===== src/bti_pkg.sv =====
`default_nettype none
package bti_pkg;

  localparam int MAX_NODES_DEF = 65536;
  localparam int ADDR_BITS_DEF = 128;
  localparam int V4_BITS       = 32;

  localparam int WIDX_W     = 17;
  localparam int WORD_W     = 32;
  localparam int HALF_W     = 64;
  localparam int STATUS_W   = 3;
  localparam int NCOUNT_W   = 17;
  localparam int START_W    = 16;
  localparam int CFG_IDX_W  = 3;
  localparam int CFG_DATA_W = 32;

  // command kinds decided by the front end
  localparam logic [1:0] K_LOAD  = 2'd0;
  localparam logic [1:0] K_WALK  = 2'd1;
  localparam logic [1:0] K_NO_V4 = 2'd2;
  localparam logic [1:0] K_NO_V6 = 2'd3;

  localparam logic [STATUS_W-1:0] ST_FOUND   = 3'd0;
  localparam logic [STATUS_W-1:0] ST_NO_DATA = 3'd1;
  localparam logic [STATUS_W-1:0] ST_NO_V4   = 3'd2;
  localparam logic [STATUS_W-1:0] ST_NO_V6   = 3'd3;
  localparam logic [STATUS_W-1:0] ST_DB_ERR  = 3'd4;

  localparam logic [CFG_IDX_W-1:0] REG_NUM_NODES  = 3'd0;
  localparam logic [CFG_IDX_W-1:0] REG_V4_START   = 3'd1;
  localparam logic [CFG_IDX_W-1:0] REG_V4_SUP     = 3'd2;
  localparam logic [CFG_IDX_W-1:0] REG_V6_SUP     = 3'd3;
  localparam logic [CFG_IDX_W-1:0] REG_DATA_BYTES = 3'd4;

  typedef struct packed {
    logic [NCOUNT_W-1:0] num_nodes;
    logic [START_W-1:0]  v4_start_node;
    logic                v4_supported;
    logic                v6_supported;
    logic [WORD_W-1:0]   data_bytes;
  } cfg_t;

  typedef struct packed {
    logic [1:0]         kind;
    logic [WIDX_W-1:0]  word_index;
    logic [WORD_W-1:0]  word_value;
    logic [START_W-1:0] start_node;
    logic               is_v6;
  } cmd_t;

endpackage
`default_nettype wire


===== src/bti_if.sv =====
`default_nettype none
interface bti_in_if;
  logic                         valid;
  logic                         ready;
  logic                         mode;
  logic [bti_pkg::WIDX_W-1:0]   word_index;
  logic [bti_pkg::WORD_W-1:0]   word_value;
  logic [bti_pkg::HALF_W-1:0]   addr_hi;
  logic [bti_pkg::HALF_W-1:0]   addr_lo;
  logic                         is_v6;

  modport source (output valid, mode, word_index, word_value, addr_hi, addr_lo, is_v6,
                  input ready);
  modport sink   (input valid, mode, word_index, word_value, addr_hi, addr_lo, is_v6,
                  output ready);
endinterface

`default_nettype wire


===== src/bti_front.sv =====
`default_nettype none
module bti_front #(
  parameter int ADDR_BITS = bti_pkg::ADDR_BITS_DEF
) (
  input  wire logic                  clk,
  input  wire logic                  rst_n,
  bti_in_if.sink                     in_ch,
  input  wire bti_pkg::cfg_t         cfg,
  output logic                       q_valid,
  input  wire logic                  q_ready,
  output bti_pkg::cmd_t              q_cmd,
  output logic [ADDR_BITS-1:0]       q_addr
);
  import bti_pkg::*;

  cmd_t                 cmd_in;
  logic [ADDR_BITS-1:0] addr_in;
  logic [2*HALF_W-1:0]  full_addr;
  logic [ADDR_BITS-1:0] v4_vec;
  logic                 push, pop;

  cmd_t                 cmd_r  [2];
  logic [ADDR_BITS-1:0] addr_r [2];
  logic                 wr_ptr_r, wr_ptr_nxt;
  logic                 rd_ptr_r, rd_ptr_nxt;
  logic [1:0]           cnt_r, cnt_nxt;

  // classify: load, walk, or a family that is switched off
  always_comb begin
    full_addr = {in_ch.addr_hi, in_ch.addr_lo};
    v4_vec    = ADDR_BITS'(in_ch.addr_lo[V4_BITS-1:0]) << (ADDR_BITS - V4_BITS);
    addr_in   = in_ch.is_v6 ? full_addr[2*HALF_W-1 -: ADDR_BITS] : v4_vec;
    cmd_in.word_index = in_ch.word_index;
    cmd_in.word_value = in_ch.word_value;
    cmd_in.start_node = in_ch.is_v6 ? '0 : cfg.v4_start_node;
    cmd_in.is_v6      = in_ch.is_v6;
    priority if (!in_ch.mode) begin
      cmd_in.kind = K_LOAD;
    end else if (!in_ch.is_v6 && !cfg.v4_supported) begin
      cmd_in.kind = K_NO_V4;
    end else if (in_ch.is_v6 && !cfg.v6_supported) begin
      cmd_in.kind = K_NO_V6;
    end else begin
      cmd_in.kind = K_WALK;
    end
  end

  assign in_ch.ready = (cnt_r != 2'd2);
  assign push        = in_ch.valid && in_ch.ready;
  assign q_valid     = (cnt_r != 2'd0);
  assign pop         = q_valid && q_ready;
  assign q_cmd       = cmd_r[rd_ptr_r];
  assign q_addr      = addr_r[rd_ptr_r];

  always_comb begin
    wr_ptr_nxt = push ? ~wr_ptr_r : wr_ptr_r;
    rd_ptr_nxt = pop ? ~rd_ptr_r : rd_ptr_r;
    cnt_nxt    = cnt_r + {1'b0, push} - {1'b0, pop};
  end

  always_ff @(posedge clk) begin
    if (!rst_n) begin
      wr_ptr_r <= 1'b0;
      rd_ptr_r <= 1'b0;
      cnt_r    <= 2'd0;
    end else begin
      wr_ptr_r <= wr_ptr_nxt;
      rd_ptr_r <= rd_ptr_nxt;
      cnt_r    <= cnt_nxt;
    end
  end

  always_ff @(posedge clk) begin
    if (push) begin
      cmd_r[wr_ptr_r]  <= cmd_in;
      addr_r[wr_ptr_r] <= addr_in;
    end
  end

`ifndef SYNTHESIS
  a_cnt_range: assert property (@(posedge clk) disable iff (!rst_n)
    cnt_r != 2'd3)
    else $error("queue count out of range");
  a_full_no_push: assert property (@(posedge clk) disable iff (!rst_n)
    (cnt_r == 2'd2 && !pop) |=> cnt_r == 2'd2)
    else $error("queue lost an entry while full");
  a_ptr_gap: assert property (@(posedge clk) disable iff (!rst_n)
    (cnt_r == 2'd1) |-> (wr_ptr_r != rd_ptr_r))
    else $error("queue pointers disagree with count");
`endif

endmodule
`default_nettype wire


===== src/flat_wrapper.sv =====
// flat-port wrapper written by rule: the top's interface ports become plain ports
module bti_front_flat import bti_pkg::*;
#(
  parameter int ADDR_BITS = bti_pkg::ADDR_BITS_DEF
)
  (clk, rst_n, cfg, q_valid, q_ready, q_cmd, q_addr, in_ch_valid, in_ch_mode, in_ch_word_index, in_ch_word_value, in_ch_addr_hi, in_ch_addr_lo, in_ch_is_v6, in_ch_ready);
  bti_in_if in_ch_i ();
  input  wire logic clk;
  input  wire logic rst_n;
  input  wire bti_pkg::cfg_t cfg;
  output logic q_valid;
  input  wire logic q_ready;
  output bti_pkg::cmd_t q_cmd;
  output logic [ADDR_BITS-1:0] q_addr;
  input wire logic [$bits(in_ch_i.valid)-1:0] in_ch_valid;
  input wire logic [$bits(in_ch_i.mode)-1:0] in_ch_mode;
  input wire logic [$bits(in_ch_i.word_index)-1:0] in_ch_word_index;
  input wire logic [$bits(in_ch_i.word_value)-1:0] in_ch_word_value;
  input wire logic [$bits(in_ch_i.addr_hi)-1:0] in_ch_addr_hi;
  input wire logic [$bits(in_ch_i.addr_lo)-1:0] in_ch_addr_lo;
  input wire logic [$bits(in_ch_i.is_v6)-1:0] in_ch_is_v6;
  output wire logic [$bits(in_ch_i.ready)-1:0] in_ch_ready;
  assign in_ch_i.valid = in_ch_valid;
  assign in_ch_i.mode = in_ch_mode;
  assign in_ch_i.word_index = in_ch_word_index;
  assign in_ch_i.word_value = in_ch_word_value;
  assign in_ch_i.addr_hi = in_ch_addr_hi;
  assign in_ch_i.addr_lo = in_ch_addr_lo;
  assign in_ch_i.is_v6 = in_ch_is_v6;
  assign in_ch_ready = in_ch_i.ready;
  bti_front #(.ADDR_BITS(ADDR_BITS)) u_core (.clk(clk), .rst_n(rst_n), .in_ch(in_ch_i), .cfg(cfg), .q_valid(q_valid), .q_ready(q_ready), .q_cmd(q_cmd), .q_addr(q_addr));
endmodule

===== config.mk =====
export PLATFORM = sky130hd
export DESIGN_NAME = bti_front_flat
export DESIGN_NICKNAME = d
export VERILOG_FILES = /design/src/bti_pkg.sv /design/src/bti_if.sv /design/src/bti_front.sv /design/src/flat_wrapper.sv
export SDC_FILE = /design/constraint.sdc
export NUM_CORES = 1
export LEC_CHECK = 0
export BUFFER_PORTS_ARGS = -buffer_cell sky130_fd_sc_hd__clkbuf_2
export CAP_MARGIN = 25
export CORE_MARGIN = 5
export CORE_UTILIZATION = 45
export DETAILED_ROUTE_END_ITERATION = 16
export PLACE_DENSITY = 0.7
export RECOVER_POWER = 25
export SKIP_CTS_REPAIR_TIMING = 1
export SLEW_MARGIN = 20
export SYNTH_ARGS = -nofsm -noshare
export SYNTH_HDL_FRONTEND = slang
export SYNTH_SLANG_ARGS = --single-unit

===== constraint.sdc =====
create_clock -name clk -period 13.92 [get_ports clk]
set_input_delay 2.784 -clock clk [delete_from_list [all_inputs] [get_ports clk]]
set_output_delay 2.784 -clock clk [all_outputs]
set_load 0.01 [all_outputs]

==> impl_metrics.toml <==
[outcome]
status = "finished with violations"
violations = "max-capacitance violations, max-slew violations"

[detailed_routing]
first_pass_iters = 5
detail-route-antenna-nets = 0
drtIter0Drc = 374
vias = 8325
drc = 0
vias_per_cell = 4.90
avgRoutedWirePerCell_um = 19.6
drt_wl_total_um = 33300

[global_route]
grt_use_total_pct = 15.9
grt_pass1_wl_um = 49500
grt_pass1_vias = 8899
grt_overflow = 0
antenna_found_initial = 0
grt_max_degree = 78

[place]
dpl_worst_slack_ns = 8.08
numPortBuffers = 398
place.gp.congestion = 0.730
hpwl_um = 22200

[floorplan]
initial_core_util_pct = 45.4
die_x_um = 199
dieHeight_um = 199
row_count = 69
dieArea_um2 = 39700
core_area_um2 = 35500
pin_count = 448

[synth]
synth_edf_count = 392
ys_seq_area_share_pct = 73.7
yosys_warnings = 0
synthTopCellsByArea = "edfxtp_1, mux2_4, mux2_2"
synthCells = 797
ys_ff_latch = 397
synthFlopType = "edfxtp_1"
yosysTopAreaCellShare_pct = 73.1
synthesis.area_um2 = 16100
ys_types = 19
async_flop_share_pct = 0
synth_nets = 1049
synth_top_area_cell = "edfxtp_1"
synth.most_common_cell = "edfxtp_1"
syn-mean-instance-area_um2 = 20.2
ys_top_cells_by_count = "edfxtp_1, mux2_4, and2_1"

[clocking]
clkLatencyLatePin_ns = 0.53
cts_sinks = 397
path_clk_slew_ns = 0.06
clock_tree.root_cell = "clkbuf_16"
cts_buffer_depth = 3
h-tree-depth = 2
numCtsBuffers = 42
cts_tree = "built"

[final_layout]
drive_gt1_share_pct = 52.6
nets = 1462
syn_to_final_growth_pct = 22.5

[sta]
finalWorstSetupSlack_ns = 7.53
rsz0062_at_grt = "no"
slew_viol_final = 169
hold_viol = 0
post-route-period-util_pct = 45.9
worst_pin_slew_ns = 3.59
slew_headroom_pct = -139
setup_viol = 0
timing.final.crit_period_ns = 6.39
fmax_mhz = 156
fin_skew_ns = 0.00860
finalSetupTns_ns = 0

[power]
clockPowerShare_pct = 30.4
swShare_pct = 26.5
peakVddDrop_v = 0.000122
combPwrFrac_pct = 24.9
seq_power_share_pct = 44.7
p_leak_nw = 7.64
p_int_mw = 2.58
pwr_density_cell_nw_per_um2 = 178
switchingPower_mw = 0.929

[hold_path]
hold_class = "reg -> reg"

[flow_run]
maxCapViolCount = 3

[setup_path]
start_kind = "input port"
required_ns = 14.20
critPathMaxFanout = 79
arrival_ns = 6.67
crit_path_end_kind = "flip-flop"
path_class = "in -> reg"
[sequential cells by signal, indices dropped and copies added, names as in the netlist, named ones only]
name and cells:
u_core.wr_ptr_r 1, u_core.cnt_r 2, u_core.rd_ptr_r 1, u_core.addr_r 256
u_core.cmd_r 136
[logic make-up (layout without fill, tap and decap cells)]
logic type / after synthesis / after routing / share of synthesized area, %
xor+xnor: 3 / 3 / 0.163
other cells: 0 / 2 / 0
flops: 397 / 397 / 73.7
buf+inv: 39 / 478 / 1.78
mux: 230 / 230 / 19.3
compound gates: 2 / 2 / 0.0932
simple gates: 124 / 124 / 4.77
fa+ha+maj: 2 / 2 / 0.155
[final timing paths]
path | startpoint | to | slack (ns) | cells after the start
hold / removal | u_core.wr_ptr_r$_SDFFE_PN0N_ | u_core.wr_ptr_r$_SDFFE_PN0N_ | 0.50 | 2
setup / recovery | in_ch_is_v6 | u_core.addr_r[0][114]$_DFFE_PP_ | 7.53 | 3
hold reg to reg | u_core.wr_ptr_r$_SDFFE_PN0N_ | u_core.wr_ptr_r$_SDFFE_PN0N_ | 0.50 | 2
setup reg to reg | u_core.cnt_r[0]$_SDFF_PN0_ | u_core.addr_r[1][123]$_DFFE_PP_ | 9.50 | 3
[critical path: stages]
cell      delay [ns]
clkbuf_1        2.48
buf_4           0.90
mux2_2          0.42
[power groups by stage]
| stage | registers, mW | clock network, mW | logic [mW] |
|---|---|---|---|
| 2_1_floorplan | 1.61 | 0 | 0.611 |
| 3_3_place_gp | 1.58 | 0 | 0.890 |
| 3_5_place_dp | 1.59 | 0 | 0.894 |
| 4_1_cts | 1.57 | 1.10 | 0.898 |
| 5_1_grt | 1.58 | 1.15 | 0.938 |
| 6_report | 1.57 | 1.07 | 0.875 |
[layout make-up]
cell class / count / area (µm²)
well taps: 461 / 577
repair buffers: 407 / 2010
clock inverters: 14 / 146
fillers: 2803 / 15800
clock buffers: 56 / 1170
flip-flops and latches: 397 / 11900
diodes: 2 / 5.00
inverters: 1 / 3.75
multi-input cells: 361 / 3950
[layout by cell type (no fill, tap or decap), drive strengths merged, types with 3 or more instances in the layout]
master / count
clkbuf: 454
edfxtp: 392
clkinv: 11
buf: 9
nor2b: 18
dfxtp: 5
xnor2: 3
bufinv: 3
and2: 99
mux2: 228
[routing by layer]
layer	vias to the layer above	wire length, µm	global-route usage [%]
met2	261	17100	27.9
met5	-	0	0
met1	4125	12700	18.9
met4	0	791	4.84
met3	50	2750	5.19
li1	3889	-	-
[metrics by stage]
step	utilization [%]	instance area (µm²)	hold slack [ns]	power, mW	std cells
global route	55.6	19700	0.548	3.67	1697
global placement	52.1	18500	0.511	2.47	1627
finish	55.6	19700	0.499	3.51	1699
CTS	55.8	19800	0.541	3.57	1697
detailed placement	52.1	18500	0.527	2.49	1627
floorplan	-	16100	0.455	2.22	797
Power figures use the tool's default switching activity.
